### config.mk
export PLATFORM = sky130hd
export DESIGN_NAME = keypad_pin_entry_collector
export DESIGN_NICKNAME = d
export VERILOG_FILES = /design/src/hdl/kpe_pkg.sv /design/src/hdl/kpe_ram.sv /design/src/hdl/kpe_front.sv /design/src/hdl/kpe_back.sv /design/src/hdl/keypad_pin_entry_collector.sv
export SDC_FILE = /design/constraint.sdc
export NUM_CORES = 1
export LEC_CHECK = 0
export ABC_CLOCK_PERIOD_IN_PS = 7000
export BUFFER_PORTS_ARGS = -buffer_cell sky130_fd_sc_hd__buf_2
export CAP_MARGIN = 10
export CORE_UTILIZATION = 60
export CTS_CLUSTER_SIZE = 8
export DETAILED_ROUTE_END_ITERATION = 12
export PLACE_DENSITY = 0.77
export SYNTH_ARGS = -nofsm -noshare
export SYNTH_HDL_FRONTEND = slang
export SYNTH_HIERARCHICAL = 1
export SYNTH_SLANG_ARGS = --single-unit
### constraint.sdc
create_clock -name clk_i -period 7 [get_ports clk_i]
set_input_delay 1.05 -clock clk_i [delete_from_list [all_inputs] [get_ports clk_i]]
set_output_delay 1.05 -clock clk_i [all_outputs]
set_load 0.01 [all_outputs]
### src/hdl/kpe_pkg.sv
// kpe_pkg: shared constants, codes and types of the keypad pin entry collector
// no dependencies; imported by every module of the block except kpe_ram
`timescale 1ns / 1ps

package kpe_pkg;

  localparam int PIN_DEPTH = 28;
  localparam int LEN_W     = $clog2(PIN_DEPTH + 1);
  localparam int IDX_W     = $clog2(PIN_DEPTH);
  localparam int KEY_W     = 8;
  localparam int CD_W      = 16;
  localparam int PLEN_W    = 5;
  localparam int KIND_W    = 2;
  localparam int OP_W      = 2;
  localparam int OUT_DEPTH = 4;

  localparam logic [OP_W-1:0] OP_POLL  = 2'd0;
  localparam logic [OP_W-1:0] OP_KEY   = 2'd1;
  localparam logic [OP_W-1:0] OP_CARD  = 2'd2;
  localparam logic [OP_W-1:0] OP_CLEAR = 2'd3;

  localparam logic [KEY_W-1:0] KEY_CLEAR = 8'h7f;
  localparam logic [KEY_W-1:0] KEY_ENTER = 8'h0d;

  localparam logic [KIND_W-1:0] KIND_ENTER    = 2'd0;
  localparam logic [KIND_W-1:0] KIND_OVERFLOW = 2'd1;
  localparam logic [KIND_W-1:0] KIND_TIMEOUT  = 2'd2;

  typedef enum logic [2:0] {
    CMD_TICK,
    CMD_KEY_CLEAR,
    CMD_KEY_ENTER,
    CMD_KEY_STORE,
    CMD_CARD,
    CMD_CLEAR
  } cmd_e;

  typedef struct packed {
    cmd_e             kind;
    logic [KEY_W-1:0] key;
    logic             tick_after;
  } cmd_t;

  typedef struct packed {
    logic [KIND_W-1:0] pin_kind;
    logic [KEY_W-1:0]  digit;
    logic              digit_valid;
    logic [PLEN_W-1:0] pin_length;
    logic              last_digit;
  } result_t;

endpackage

### src/hdl/kpe_ram.sv
// kpe_ram: generic simple dual port ram, one write and one registered read port
// no dependencies
`timescale 1ns / 1ps

module kpe_ram #(
  parameter int WIDTH = 8,
  parameter int DEPTH = 28
) (
  input  logic                     clk_i,
  input  logic                     we_i,
  input  logic [$clog2(DEPTH)-1:0] waddr_i,
  input  logic [WIDTH-1:0]         wdata_i,
  input  logic                     re_i,
  input  logic [$clog2(DEPTH)-1:0] raddr_i,
  output logic [WIDTH-1:0]         rdata_o
);

  logic [WIDTH-1:0] mem_q [DEPTH];
  logic [WIDTH-1:0] rdata_q;

  always_ff @(posedge clk_i) begin
    if (we_i) begin
      mem_q[waddr_i] <= wdata_i;
    end
    if (re_i) begin
      rdata_q <= mem_q[raddr_i];
    end
  end

  assign rdata_o = rdata_q;

endmodule

### src/hdl/kpe_front.sv
// kpe_front: accepts input words, classifies them into commands, holds a
// two entry command queue; depends on kpe_pkg
`timescale 1ns / 1ps

module kpe_front import kpe_pkg::*; (
  input  logic             clk_i,
  input  logic             rst_ni,
  input  logic             push,
  output logic             full,
  input  logic [OP_W-1:0]  op_i,
  input  logic [KEY_W-1:0] key_code_i,
  input  logic             last_key_of_packet_i,
  output logic             cmd_valid_o,
  output cmd_t             cmd_o,
  input  logic             cmd_pop_i
);

  cmd_t       entry_q [2];
  logic       wr_ptr_q, wr_ptr_d;
  logic       rd_ptr_q, rd_ptr_d;
  logic [1:0] cnt_q, cnt_d;
  cmd_t       cmd_in;
  logic       do_push, do_pop;

  always_comb begin
    cmd_in.key        = key_code_i;
    cmd_in.tick_after = 1'b0;
    unique case (op_i)
      OP_POLL:  cmd_in.kind = CMD_TICK;
      OP_KEY: begin
        cmd_in.tick_after = last_key_of_packet_i;
        if (key_code_i == KEY_CLEAR) begin
          cmd_in.kind = CMD_KEY_CLEAR;
        end else if (key_code_i == KEY_ENTER) begin
          cmd_in.kind = CMD_KEY_ENTER;
        end else begin
          cmd_in.kind = CMD_KEY_STORE;
        end
      end
      OP_CARD:  cmd_in.kind = CMD_CARD;
      OP_CLEAR: cmd_in.kind = CMD_CLEAR;
    endcase
  end

  assign full        = (cnt_q == 2'd2);
  assign do_push     = push && !full;
  assign do_pop      = cmd_pop_i && (cnt_q != 2'd0);
  assign cmd_valid_o = (cnt_q != 2'd0);
  assign cmd_o       = entry_q[rd_ptr_q];

  always_comb begin
    wr_ptr_d = do_push ? !wr_ptr_q : wr_ptr_q;
    rd_ptr_d = do_pop ? !rd_ptr_q : rd_ptr_q;
    cnt_d    = cnt_q + {1'b0, do_push} - {1'b0, do_pop};
  end

  always_ff @(posedge clk_i or negedge rst_ni) begin
    if (!rst_ni) begin
      wr_ptr_q <= 1'b0;
      rd_ptr_q <= 1'b0;
      cnt_q    <= 2'd0;
    end else begin
      wr_ptr_q <= wr_ptr_d;
      rd_ptr_q <= rd_ptr_d;
      cnt_q    <= cnt_d;
    end
  end

  always_ff @(posedge clk_i) begin
    if (do_push) begin
      entry_q[wr_ptr_q] <= cmd_in;
    end
  end

endmodule

### src/hdl/kpe_back.sv
// kpe_back: entry state, pin store, readout sequencer and result queue
// depends on kpe_pkg and kpe_ram
`timescale 1ns / 1ps

module kpe_back import kpe_pkg::*; (
  input  logic             clk_i,
  input  logic             rst_ni,
  input  logic             cfg_we_i,
  input  logic [CD_W-1:0]  cfg_wdata_i,
  input  logic             cmd_valid_i,
  input  cmd_t             cmd_i,
  output logic             cmd_pop_o,
  output logic             empty,
  input  logic             pop,
  output result_t          res_o
);

  localparam int OPTR_W = $clog2(OUT_DEPTH);
  localparam int OCNT_W = $clog2(OUT_DEPTH + 1);

  typedef enum logic {ST_IDLE, ST_EMIT} state_e;

  state_e             state_q, state_d;
  logic [LEN_W-1:0]   len_q, len_d;
  logic [CD_W-1:0]    cd_q, cd_d;
  logic [LEN_W-1:0]   idx_q, idx_d;
  logic [LEN_W-1:0]   last_q, last_d;
  logic [LEN_W-1:0]   elen_q, elen_d;
  logic [KIND_W-1:0]  kind_q, kind_d;
  logic               post_store_q, post_store_d;
  logic [KEY_W-1:0]   key_q, key_d;
  logic               rd_valid_q, rd_valid_d;
  result_t            meta_q, meta_d;
  logic [CD_W-1:0]    reload_q;

  logic               ram_we, ram_re;
  logic [IDX_W-1:0]   ram_waddr, ram_raddr;
  logic [KEY_W-1:0]   ram_wdata, ram_rdata;

  result_t            out_mem_q [OUT_DEPTH];
  logic [OPTR_W-1:0]  out_wr_q, out_rd_q;
  logic [OCNT_W-1:0]  out_cnt_q;
  logic [OCNT_W:0]    occ;
  logic               credit;
  logic               out_pop;
  result_t            push_res;

  kpe_ram #(
    .WIDTH (KEY_W),
    .DEPTH (PIN_DEPTH)
  ) u_store (
    .clk_i   (clk_i),
    .we_i    (ram_we),
    .waddr_i (ram_waddr),
    .wdata_i (ram_wdata),
    .re_i    (ram_re),
    .raddr_i (ram_raddr),
    .rdata_o (ram_rdata)
  );

  always_ff @(posedge clk_i or negedge rst_ni) begin
    if (!rst_ni) begin
      reload_q <= '0;
    end else if (cfg_we_i) begin
      reload_q <= cfg_wdata_i;
    end
  end

  assign occ    = {1'b0, out_cnt_q} + {{OCNT_W{1'b0}}, rd_valid_q};
  assign credit = (occ < (OCNT_W + 1)'(OUT_DEPTH));

  always_comb begin
    state_d      = state_q;
    len_d        = len_q;
    cd_d         = cd_q;
    idx_d        = idx_q;
    last_d       = last_q;
    elen_d       = elen_q;
    kind_d       = kind_q;
    post_store_d = post_store_q;
    key_d        = key_q;
    rd_valid_d   = 1'b0;
    meta_d       = meta_q;
    cmd_pop_o    = 1'b0;
    ram_we       = 1'b0;
    ram_waddr    = len_q[IDX_W-1:0];
    ram_wdata    = cmd_i.key;
    ram_re       = 1'b0;
    ram_raddr    = idx_q[IDX_W-1:0];

    unique case (state_q)
      ST_IDLE: begin
        if (cmd_valid_i) begin
          cmd_pop_o    = 1'b1;
          idx_d        = '0;
          last_d       = (len_q == '0) ? '0 : len_q - LEN_W'(1);
          elen_d       = len_q;
          post_store_d = 1'b0;
          key_d        = cmd_i.key;
          case (cmd_i.kind)
            CMD_TICK: begin
              if (len_q != '0) begin
                if (cd_q != '0) begin
                  cd_d = cd_q - CD_W'(1);
                end else if (reload_q != '0) begin
                  kind_d  = KIND_TIMEOUT;
                  state_d = ST_EMIT;
                end
              end
            end
            CMD_KEY_CLEAR: begin
              len_d = '0;
              cd_d  = reload_q;
            end
            CMD_KEY_ENTER: begin
              cd_d    = reload_q;
              kind_d  = KIND_ENTER;
              state_d = ST_EMIT;
            end
            CMD_KEY_STORE: begin
              cd_d = (cmd_i.tick_after && reload_q != '0) ? reload_q - CD_W'(1) : reload_q;
              if (len_q == LEN_W'(PIN_DEPTH)) begin
                kind_d       = KIND_OVERFLOW;
                post_store_d = 1'b1;
                state_d      = ST_EMIT;
              end else begin
                ram_we = 1'b1;
                len_d  = len_q + LEN_W'(1);
              end
            end
            CMD_CARD: begin
              len_d = '0;
            end
            CMD_CLEAR: begin
              len_d = '0;
              cd_d  = '0;
            end
            default: begin
            end
          endcase
        end
      end
      ST_EMIT: begin
        if (credit) begin
          ram_re             = (elen_q != '0);
          rd_valid_d         = 1'b1;
          meta_d.pin_kind    = kind_q;
          meta_d.digit       = '0;
          meta_d.digit_valid = (elen_q != '0);
          meta_d.pin_length  = PLEN_W'(elen_q);
          meta_d.last_digit  = (idx_q == last_q);
          idx_d              = idx_q + LEN_W'(1);
          if (idx_q == last_q) begin
            state_d = ST_IDLE;
            // overflow restarts the entry with the pending key in slot zero
            if (post_store_q) begin
              ram_we    = 1'b1;
              ram_waddr = '0;
              ram_wdata = key_q;
              len_d     = LEN_W'(1);
            end else begin
              len_d = '0;
            end
          end
        end
      end
    endcase
  end

  always_ff @(posedge clk_i or negedge rst_ni) begin
    if (!rst_ni) begin
      state_q      <= ST_IDLE;
      len_q        <= '0;
      cd_q         <= '0;
      idx_q        <= '0;
      last_q       <= '0;
      elen_q       <= '0;
      kind_q       <= KIND_ENTER;
      post_store_q <= 1'b0;
      key_q        <= '0;
      rd_valid_q   <= 1'b0;
      meta_q       <= '0;
    end else begin
      state_q      <= state_d;
      len_q        <= len_d;
      cd_q         <= cd_d;
      idx_q        <= idx_d;
      last_q       <= last_d;
      elen_q       <= elen_d;
      kind_q       <= kind_d;
      post_store_q <= post_store_d;
      key_q        <= key_d;
      rd_valid_q   <= rd_valid_d;
      meta_q       <= meta_d;
    end
  end

  always_comb begin
    push_res       = meta_q;
    push_res.digit = meta_q.digit_valid ? ram_rdata : '0;
  end

  assign empty   = (out_cnt_q == '0);
  assign out_pop = pop && !empty;
  assign res_o   = out_mem_q[out_rd_q];

  always_ff @(posedge clk_i or negedge rst_ni) begin
    if (!rst_ni) begin
      out_wr_q  <= '0;
      out_rd_q  <= '0;
      out_cnt_q <= '0;
    end else begin
      if (rd_valid_q) begin
        out_wr_q <= out_wr_q + OPTR_W'(1);
      end
      if (out_pop) begin
        out_rd_q <= out_rd_q + OPTR_W'(1);
      end
      out_cnt_q <= out_cnt_q + OCNT_W'(rd_valid_q) - OCNT_W'(out_pop);
    end
  end

  always_ff @(posedge clk_i) begin
    if (rd_valid_q) begin
      out_mem_q[out_wr_q] <= push_res;
    end
  end

endmodule

### src/hdl/keypad_pin_entry_collector.sv
// keypad_pin_entry_collector: top level, joins the classifying front and the
// readout back; depends on kpe_pkg, kpe_front, kpe_back, kpe_ram
//
// Input channel: an event word (op, key code, end of packet flag) is taken
// at a rising edge with push high and full low. A two word command queue
// parts the front from the back.
// Result channel: while empty is low the oldest result word stands on the
// result ports; it leaves at a rising edge with pop high. A four word result
// queue holds finished words, so the receiver may stall at will; the back
// halts readout when that queue is full and resumes when room appears.
// Timing: the back takes one command per cycle when it causes no result.
// A command that emits a pin holds the back until each of its words is read
// through the single read port of the pin store (an empty enter gives one
// word); the first word passes command queue, emit state and read register.
// Configuration: cfg_we_i writes cfg_wdata_i into the timeout reload at once.
// Reset: entry empty, countdown and reload zero, both queues empty; the pin
// store is not cleared, since only written slots are ever read.
`timescale 1ns / 1ps

module keypad_pin_entry_collector import kpe_pkg::*; (
  input  logic              clk_i,
  input  logic              rst_ni,
  input  logic              cfg_we_i,
  input  logic [CD_W-1:0]   cfg_wdata_i,
  input  logic              push,
  output logic              full,
  input  logic [OP_W-1:0]   op_i,
  input  logic [KEY_W-1:0]  key_code_i,
  input  logic              last_key_of_packet_i,
  output logic              empty,
  input  logic              pop,
  output logic [KIND_W-1:0] pin_kind_o,
  output logic [KEY_W-1:0]  digit_o,
  output logic              digit_valid_o,
  output logic [PLEN_W-1:0] pin_length_o,
  output logic              last_digit_o
);

  logic    cmd_valid;
  logic    cmd_pop;
  cmd_t    cmd;
  result_t res;

  kpe_front u_front (
    .clk_i                (clk_i),
    .rst_ni               (rst_ni),
    .push                 (push),
    .full                 (full),
    .op_i                 (op_i),
    .key_code_i           (key_code_i),
    .last_key_of_packet_i (last_key_of_packet_i),
    .cmd_valid_o          (cmd_valid),
    .cmd_o                (cmd),
    .cmd_pop_i            (cmd_pop)
  );

  kpe_back u_back (
    .clk_i       (clk_i),
    .rst_ni      (rst_ni),
    .cfg_we_i    (cfg_we_i),
    .cfg_wdata_i (cfg_wdata_i),
    .cmd_valid_i (cmd_valid),
    .cmd_i       (cmd),
    .cmd_pop_o   (cmd_pop),
    .empty       (empty),
    .pop         (pop),
    .res_o       (res)
  );

  assign pin_kind_o    = res.pin_kind;
  assign digit_o       = res.digit;
  assign digit_valid_o = res.digit_valid;
  assign pin_length_o  = res.pin_length;
  assign last_digit_o  = res.last_digit;

  a_pop_only_valid : assert property (@(posedge clk_i) disable iff (!rst_ni)
    cmd_pop |-> cmd_valid)
    else $error("command popped from empty queue");

  a_empty_pin_shape : assert property (@(posedge clk_i) disable iff (!rst_ni)
    (!empty && !digit_valid_o) |->
      (last_digit_o && pin_length_o == '0 && pin_kind_o == KIND_ENTER))
    else $error("malformed empty pin word");

  a_kind_legal : assert property (@(posedge clk_i) disable iff (!rst_ni)
    !empty |-> (pin_kind_o == KIND_ENTER || pin_kind_o == KIND_OVERFLOW ||
                pin_kind_o == KIND_TIMEOUT))
    else $error("illegal pin kind in result queue");

  a_valid_pin_length : assert property (@(posedge clk_i) disable iff (!rst_ni)
    (!empty && digit_valid_o) |-> (pin_length_o != '0))
    else $error("digit word with zero pin length");

endmodule

Yosys cells after proc, flatten, opt, wreduce, memory -nomap -nowiden
Memories as Yosys holds them, arrays and structs flattened. A register that Yosys moved wholly into a read port is not among the register bits.
Cells that the tools add are included.
{"block": "word_totals", "reg_bits": 85, "ram_bits": 316, "out_inout_bits": 19, "wordCells": 150, "n_memories": 3}
{"memory": "u_back.u_store.mem_q", "words": 28, "width": 8, "rd": 1, "rd_clocked_by_memory_dff": 1, "wr": 1, "line_no": "kpe_ram.sv:18", "rtl": "logic [WIDTH-1:0] mem_q [DEPTH];"}
{"memory": "u_back.out_mem_q", "words": 4, "width": 17, "rd": 1, "rd_clocked_by_memory_dff": 0, "wr": 1, "line_no": "kpe_back.sv:40", "rtl": "result_t out_mem_q [OUT_DEPTH];"}
{"memory": "u_front.entry_q", "words": 2, "width": 12, "rd": 1, "rd_clocked_by_memory_dff": 0, "wr": 1, "line_no": "kpe_front.sv:18", "rtl": "cmd_t entry_q [2];"}
{"block": "op_classes", "add_sub_neg": 12, "order_cmp": 1, "n_eq_ne": 23, "muxes": 62, "bitwise_logic": 1, "n_reduce_logical": 27}
{"op": "$pmux 16 s4", "n": 1}
{"op": "$mux 5", "n": 11}
{"op": "$mux 16", "n": 3}
{"op": "$mux 8", "n": 5}
{"op": "$reduce_bool 16->1", "n": 2}
{"op": "$sub 16x1->16 const B", "n": 2}
{"op": "$pmux 5 s2", "n": 3}
{"op": "$mux 1", "n": 29}
{"op": "$pmux 3 s4", "n": 1}
{"op": "$add 5x1->5 const B", "n": 2}
{"op": "$reduce_and 5->1", "n": 2}
{"op": "$reduce_bool 5->1", "n": 2}
{"op": "$eq 8x4->1 const B", "n": 1}
{"op": "$eq 8x7->1 const B", "n": 1}
{"op": "$mux 2", "n": 4}
{"op": "$ne 2x1->1 const B", "n": 4}
{"op": "$ne 2x2->1 const B", "n": 4}
{"op": "$reduce_and 7->1", "n": 1}
{"op": "$eq 2x2->1 const B", "n": 3}
{"op": "$eq 3x2->1 const B", "n": 2}
{"op": "$eq 3x3->1 const B", "n": 2}
{"op": "$logic_not 3->1", "n": 2}
{"op": "$ne 3x3->1 const B", "n": 2}
{"op": "$pmux 2 s3", "n": 1}
{"op": "26 further kinds", "n": 36}

Longest topological paths before layout
Gate-level depths: netlist of the first run.
{"block": "depth", "depth_word": 7, "depth_mapped": 11, "ltp_nobuf": 9}

Modules after synthesis
Netlist of the first run, hierarchy kept.
{"module": "kpe_ram", "instances": 1, "cells_each": 470, "area_each_um2": 9088.7}
{"module": "kpe_back", "instances": 1, "cells_each": 638, "area_each_um2": 7270.7}
{"module": "kpe_front", "instances": 1, "cells_each": 63, "area_each_um2": 1123.6}

Worst setup path before layout of the first run
Ideal clock, no wire load.
{"block": "synth_path", "path_type": "register -> register", "startpoint": "reg u_front.rd_ptr_q", "endpoint": "mem u_back.u_store.mem_q[0][0], enable pin", "setup_time_ns": 0.370, "arrival_ns": 2.747, "required_ns": 6.630, "setup_slack_ns": 3.883, "stages_incl_launch_ff": 12, "n_path_buf": 4, "period_less_slack_ns": 3.117, "cell_sequence": "dfrtp_1 > buf_2 > mux2_2 > buf_2 > and2b_1 > and2_1 > clkbuf_1 > nand3_1 > o21ai_0 > or3b_1 > clkbuf_1 > nor2_1"}
{"item": "start, declared", "line_no": "kpe_front.sv:20", "rtl": "logic rd_ptr_q, rd_ptr_d;"}
{"item": "start signal, assigned", "line_no": "kpe_front.sv:64", "rtl": "rd_ptr_q <= rd_ptr_d;"}
{"item": "end, declared", "line_no": "kpe_ram.sv:18"}

Worst setup path after layout of the first run
{"block": "layout_path", "startpoint": "reg u_back.idx_q[0]", "endpoint": "mem u_back.u_store.mem_q[16][0], enable pin"}
{"item": "start, declared", "line_no": "kpe_back.sv:26", "rtl": "logic [LEN_W-1:0] idx_q, idx_d;"}
{"item": "start signal, assigned", "line_no": "kpe_back.sv:187", "rtl": "idx_q <= idx_d;"}
{"item": "$eq 5x5->1", "line_no": "kpe_back.sv:153", "rtl": "if (idx_q == last_q) begin"}
{"item": "$mux 5", "line_no": "kpe_back.sv:153"}
{"item": "$mux 5", "line_no": "kpe_back.sv:144", "rtl": "if (credit) begin"}
{"item": "$mux 5", "line_no": "kpe_back.sv:91", "rtl": "unique case (state_q)"}
{"item": "via u_back.ram_waddr[1]", "line_no": "kpe_back.sv:37", "rtl": "logic [IDX_W-1:0] ram_waddr, ram_raddr;"}
The timed path passes the listed nets, and every way through them passes these cells.

==> run metrics, run 1 <==
largest net degree at the start of global routing 75; post-synthesis cell count between 1,000 and 1,500; Clock Skew approximately 0.025 ns; Startpoint Class register; number of port buffers 50; Routed Antenna Nets 0; core area 28,700 sq um; reg2reg end u_back/u_store/mem_q[16][0]$_DFFE_PP_; CTS H-tree depth 2; commonest non-fill, non-tap cell in the layout edfxtp_1; Internal approximately 5400 uW; initial drt markers 940; final hold vios 0; clock buffer depth 3; top_reg_cell synth edfxtp_1; final worst path period share 0.6084; CTS tree yes; Final GP Congestion between 0.8 and 0.9; layout cells sized above 1 0.1739; Yosys Warn Count 6; hold_buf cts 0; Min Hold Slack between 0.3 and 0.4 ns; Setup Slack @ Placement about 2.8 ns; run status finished clean; GR Util All Layers 0.2432; die area 29,830 sq um; setup repair bufs after CTS 0; max cap viols 0; Net Sw Frac 0.3084; P_leak 0.006832 uW; clock slew at reported path FFs ~0.050 ns; Die Width 172.7 microns; drt drc 0; Synth-to-Final Area Change 12.05%; setup ws final between 2 and 3 ns; final slew viol count 0; type of the worst min-delay path primary input to asynchronous set/reset pin; Comb power frac 0.249; most frequent cells in the layout edfxtp_1 (324), nand2_1 (131), dfrtp_1 (84), nor2_1 (69), mux2i_1 (68); initial antenna violation count 0; TritonRoute pass-1 iters 7; area occupied by multi-input gates between 5000 and 6000 sq um; vias in the first global route ~10,000; total clock sinks 409; worst path required time between 7 and 8 ns; Ports around 50; EDFF count, synth around 320; clk_lat worst skew ~0.58 ns; Clock power frac 0.317; cell row count a little over 60; Routed WL roughly 36,000 microns; Final Setup Violations 0; Vias/cell between 6 and 7; Pwr Density ~400 nW/um^2; #FFs+latches synth 409; async set-or-reset flop fraction in the synthesized netlist 0.2078; Max Freq between 0.2 and 0.25 GHz; average wire per standard cell about 22 microns; register share of total power 0.434; GRT overflow 0; global-route wire length before repair ~56,000 microns; Slew headroom 0.1692; Max VDD drop 0.3079 mV; nets between 1,000 and 1,500; synth unique cells 74; Netlist Area Pre-Place between 15,000 and 20,000 sq um; Tmin final around 4.3 ns; post-synthesis sequential area ratio 0.6782; Post-Syn Area per Cell approximately 15 sq um; Num CTS Buffers 57; crit path DAT roughly 4.5 ns; Root Driver clkbuf_16; reg2reg setup slack ~2.7 ns; crit path max fanout 36; crit end category register; DP HPWL between 20,000 and 25,000 microns; Post-Syn Nets around 1,200; Die Height around 170 microns; initial core utilization 0.6091; antenna fix cells 0; kind of critical path register to register; P_sw 2386 uW; Worst Max-Slew Pin Slew 1.242 ns; RSZ-0062 raised after global routing false; Total Neg Setup Slack 0 ns; via count between 10,000 and 15,000; post-CTS sizing 0; register area roughly 12,000 sq um; fill count around 1,900; RR Startpoint u_back/idx_q[0]$_DFFE_PN0P_; Reg2Reg Depth 8
==> worst max path at each step <==
| stage | slack [ns] | endpoint | cells after the start | start |
|---|---|---|---|---|
| after floorplan | 3.88 | u_back/u_store/mem_q[0][0]$_DFFE_PP_ | 11 | u_front/rd_ptr_q$_DFFE_PN0P_ |
| after global placement | 2.94 | u_back/u_store/mem_q[8][3]$_DFFE_PP_ | 8 | u_back/idx_q[0]$_DFFE_PN0P_ |
| after detailed placement | 2.80 | u_back/u_store/mem_q[10][5]$_DFFE_PP_ | 8 | u_back/idx_q[0]$_DFFE_PN0P_ |
| after CTS | 2.71 | u_back/u_store/mem_q[16][0]$_DFFE_PP_ | 8 | u_back/idx_q[0]$_DFFE_PN0P_ |
| after global routing | 2.39 | u_back/u_store/mem_q[16][0]$_DFFE_PP_ | 8 | u_back/idx_q[0]$_DFFE_PN0P_ |
| final | 2.74 | u_back/u_store/mem_q[16][0]$_DFFE_PP_ | 8 | u_back/idx_q[0]$_DFFE_PN0P_ |
==> stage by stage <==
step | total power, uW | instance area, sq um | std cells | utilization
final | 7736 | 19590 | 1649 | 0.6825
after global routing | 8079 | 19590 | 1649 | 0.6825
after CTS | 7769 | 19580 | 1648 | 0.6821
after detailed placement | 5303 | 17970 | 1557 | 0.6260
after global placement | 5242 | 17970 | 1557 | 0.6260
after floorplan | 4752 | 17480 | 1171 | -
==> critical path: stages, from the launching register on <==
cell     delay [ns]
dfrtp_4        0.82
xnor2_1        0.20
nand3_1        0.10
nor3_1         0.25
nand2_1        0.14
nor2_1         0.86
nor2_1         0.20
or3b_1         0.62
nor2_1         0.67
==> cell usage after synthesis (21+ instances only) <==
master	number	area (sq um)
a21oi_1	31	155.2
a22oi_1	21	157.7
clkbuf_1	26	97.59
dfrtp_1	85	2127
edfxtp_1	324	9729
mux2_2	37	416.7
mux2i_1	68	680.7
mux4_2	37	833.3
nand2_1	131	491.7
nand3_1	28	140.1
nor2_1	69	259.0
nor3_1	24	120.1
o21ai_0	27	135.1
==> power by group through the flow <==
stage / Combinational, uW / Sequential, uW / Clock, uW
after floorplan: 1480 / 3270 / 0
after global placement: 1860 / 3380 / 0
after detailed placement: 1910 / 3400 / 0
after CTS: 1920 / 3360 / 2500
after global routing: 2100 / 3390 / 2590
final: 1930 / 3350 / 2460
==> registers in the layout (all words and copies together) (netlist names), 2 cells and up <==
signal	flops
u_back/u_store/mem_q	224
u_back/cd_q	16
u_back/elen_q	5
u_back/out_wr_q	2
u_back/out_cnt_q	3
u_back/key_q	8
u_back/reload_q	16
u_back/kind_q	2
u_back/len_q	5
u_back/idx_q	5
u_back/meta_q	9
u_front/entry_q	24
u_back/last_q	5
u_back/out_rd_q	2
u_front/cnt_q	2
u_back/u_store/rdata_o	8
u_back/out_mem_q	68
==> metal layers <==
layer  vias to the layer above  GRT usage  wire (microns)
met5                         -          0               0
met1                      5111     0.3478           15410
met2                       456     0.3889           17030
li1                       4608          -               -
met4                         0    0.07817             941
met3                        65    0.03760            2437
==> layout make-up <==
type,instances,area share
clock buffer,88,0.07984
timing repair buffer,60,0.01693
clock inverter,3,0.002427
inverter,20,0.003832
sequential,409,0.6054
multi-input combinational,685,0.2670
tap,384,0.02453
==> logic make-up after synthesis <==
logic type | Yosys count | share of synthesized area
fa+ha+maj | 17 | 0.01260
mux | 148 | 0.1194
compound gates | 139 | 0.05446
flops | 409 | 0.6782
xor+xnor | 21 | 0.01052
simple gates | 360 | 0.1022
buf+inv | 77 | 0.02262
(Power assumes the default switching activity.)
==> run 2: changes to the inputs <==
ABC_CLOCK_PERIOD_IN_PS = 3600   (was 7000)
CORE_UTILIZATION = 56   (was 60)
PLACE_DENSITY = 0.76   (was 0.77)
clock period = 3.6 ns   (was 7 ns; I/O delays follow)
==> run metrics, run 2 (synthesis gave the netlist of run 1 again) <==
total clock sinks 409 (unchanged); clock buffer depth 3 (unchanged); drt drc 0 (unchanged); P_leak 0.007053 uW (+3.2%); Pwr Density 759.8 nW/um^2 (+92%); worst path required time 3.88 ns (-3.31 ns); clock slew at reported path FFs 0.05 ns (about the same); max cap viols 0 (unchanged); setup repair bufs after CTS 0 (unchanged); nets 1,323 (+3.2%); max FFs per register 224 (unchanged); GR Util All Layers 0.2369 (-0.006273); Post-Layout Inst Area 19,930 sq um (+1.7%); Vias/cell 6.084 (-2.0%); RR Startpoint u_front/rd_ptr_q$_DFFE_PN0P_; CP Cell Sequence mux2_2 -> and2b_1 -> and2_1 -> nand3_1 -> o21ai_0 -> or3b_1 -> nor2_1 -> buf_4; average wire per standard cell 21.63 microns (-0.41%); DP HPWL 22,940 microns (+2.1%); Die Width 178.7 microns (+3.5%); global-route wire length before repair 56,650 microns (+0.85%); CTS H-tree depth 2 (unchanged); reg2reg end u_back/u_store/mem_q[20][5]$_DFFE_PP_; commonest non-fill, non-tap cell in the layout edfxtp_1; largest register by flop count u_back/u_store/mem_q; core area 30,670 sq um (+6.9%); Slowest cell on crit path dfrtp_1; RSZ-0062 raised after global routing false; Die Height 178.7 microns (+3.5%); Tmin final 3.124 ns (-1.135 ns); die area 31,930 sq um (+7.1%); Slew headroom 0.1883 (+0.01907); final hold vios 0 (unchanged); Num CTS Buffers 57 (unchanged); post-CTS sizing 0 (unchanged); Clock Skew 0.01989 ns (-0.004616 ns); kind of critical path register to register; largest net degree at the start of global routing 71 (-5.3%); type of the worst min-delay path primary input to asynchronous set/reset pin; Total Neg Setup Slack 0 ns (unchanged); CTS tree yes; Final GP Congestion 0.8920 (about the same); initial drt markers 1,044 (+11%); met2 Usage GRT 0.3724 (-0.01653); initial antenna violation count 0 (unchanged); slowest cell delay on critical path 0.66 ns (-0.20 ns); Startpoint Class register; initial core utilization 0.5700 (-0.03906); antenna fix cells 0 (unchanged); setup ws final 0.4761 ns (-2.265 ns); GRT overflow 0 (unchanged); GRT met3 Usage 0.04071 (+0.003114); reg2reg setup slack 0.48 ns (-2.26 ns); crit end category register; layout cells sized above 1 0.1998 (+0.02593); Routed WL 36,810 microns (+2.8%); Root Driver clkbuf_16; Routed Antenna Nets 0 (unchanged); Crit path buffers/inverters 1 (+1); cell family with most CP delay simple AND/OR/NAND/NOR gates; Min Hold Slack 0.09842 ns (-0.2255 ns); TritonRoute pass-1 iters 5 (-2); top flop regs u_back/u_store/mem_q: 224 flops, u_back/out_mem_q: 68 flops, u_front/entry_q: 24 flops; dpl cell area 18,300 sq um (+1.8%); number of port buffers 50 (unchanged); cell row count 64 (+3.2%); Final Setup Violations 0 (unchanged); via count 10,355 (+1.1%); Max Freq 0.3201 GHz (+36%); Setup Slack @ Placement 0.4436 ns (-2.361 ns); most frequent cells in the layout edfxtp_1 (324), nand2_1 (131), dfrtp_1 (84), nor2_1 (69), mux2i_1 (68); crit path DAT 3.40 ns (-1.05 ns); final slew viol count 0 (unchanged); GRT busiest layer met2; crit path from u_front/rd_ptr_q$_DFFE_PN0P_; routing usage on met1 0.3394 (-0.008345); Worst Max-Slew Pin Slew 1.213 ns (-0.02817 ns); hold_buf cts 0 (unchanged); vias in the first global route 10,066 (+0.26%); final worst path period share 0.8678 (+0.2593); clk_lat worst skew 0.58 ns (about the same); run status finished clean; Ports 51 (unchanged); Reg2Reg Depth 8 (unchanged); Synth-to-Final Area Change 14.00%; crit path max fanout 13 (-64%); Max VDD drop 0.5109 mV (+66%); stages on the worst setup path 8 (unchanged)
run 2: cell types whose count changed in the layout (fill, tap and decap cells not counted):
cell | before | now
buf_4 | 10 | 52
buf_6 | 1 | 0
clkinv_16 | 1 | 2
inv_6 | 1 | 0
run 2: worst register-to-register path, delay by kind of cell, from the launching register on:
family	cells	cell delay (ns)
AO/OA/AOI/OAI	1	0.20
buffers and inverters	1	0.20
flip-flops	1	0.66
multiplexers	1	0.41
AND/OR/NAND/NOR	5	1.38
run 2: metrics by stage:
step                        util  power [uW]  instances
final                     0.6498       15140       1702
after floorplan                -        9240       1171
after global routing      0.6498       15860       1702
after global placement    0.5966       10290       1611
after detailed placement  0.5966       10410       1611
after CTS                 0.6498       15220       1702
run 2: where the power goes:
part,total [uW],switching [uW],internal [uW]
logic,3860,2380,1470
registers,6490,440,6050
clock network,4790,1840,2950
total,15100,4670,10500
run 2: worst max path at each step:
stage / to
after CTS: u_back/u_store/mem_q[20][5]$_DFFE_PP_
after global placement: u_back/u_store/mem_q[20][2]$_DFFE_PP_
after floorplan: u_back/u_store/mem_q[0][0]$_DFFE_PP_
after global routing: u_back/u_store/mem_q[24][6]$_DFFE_PP_
after detailed placement: u_back/u_store/mem_q[20][6]$_DFFE_PP_
final: u_back/u_store/mem_q[20][5]$_DFFE_PP_
run 2: per-layer routing:
layer | routed length, microns | vias to the layer above
li1 | - | 4681
met1 | 15940 | 5180
met2 | 17530 | 426
met3 | 2414 | 68
met4 | 920 | 0
met5 | 0 | -
run 2: layout make-up:
| type | instances | area [sq um] |
|---|---|---|
| clock buffer | 88 | 1564 |
| clock inverter | 3 | 68.82 |
| fill | 2129 | 10740 |
| inverter | 20 | 75.07 |
| multi-input combinational | 685 | 5231 |
| sequential | 409 | 11860 |
| tap | 396 | 495.5 |
| timing repair buffer | 101 | 635.6 |
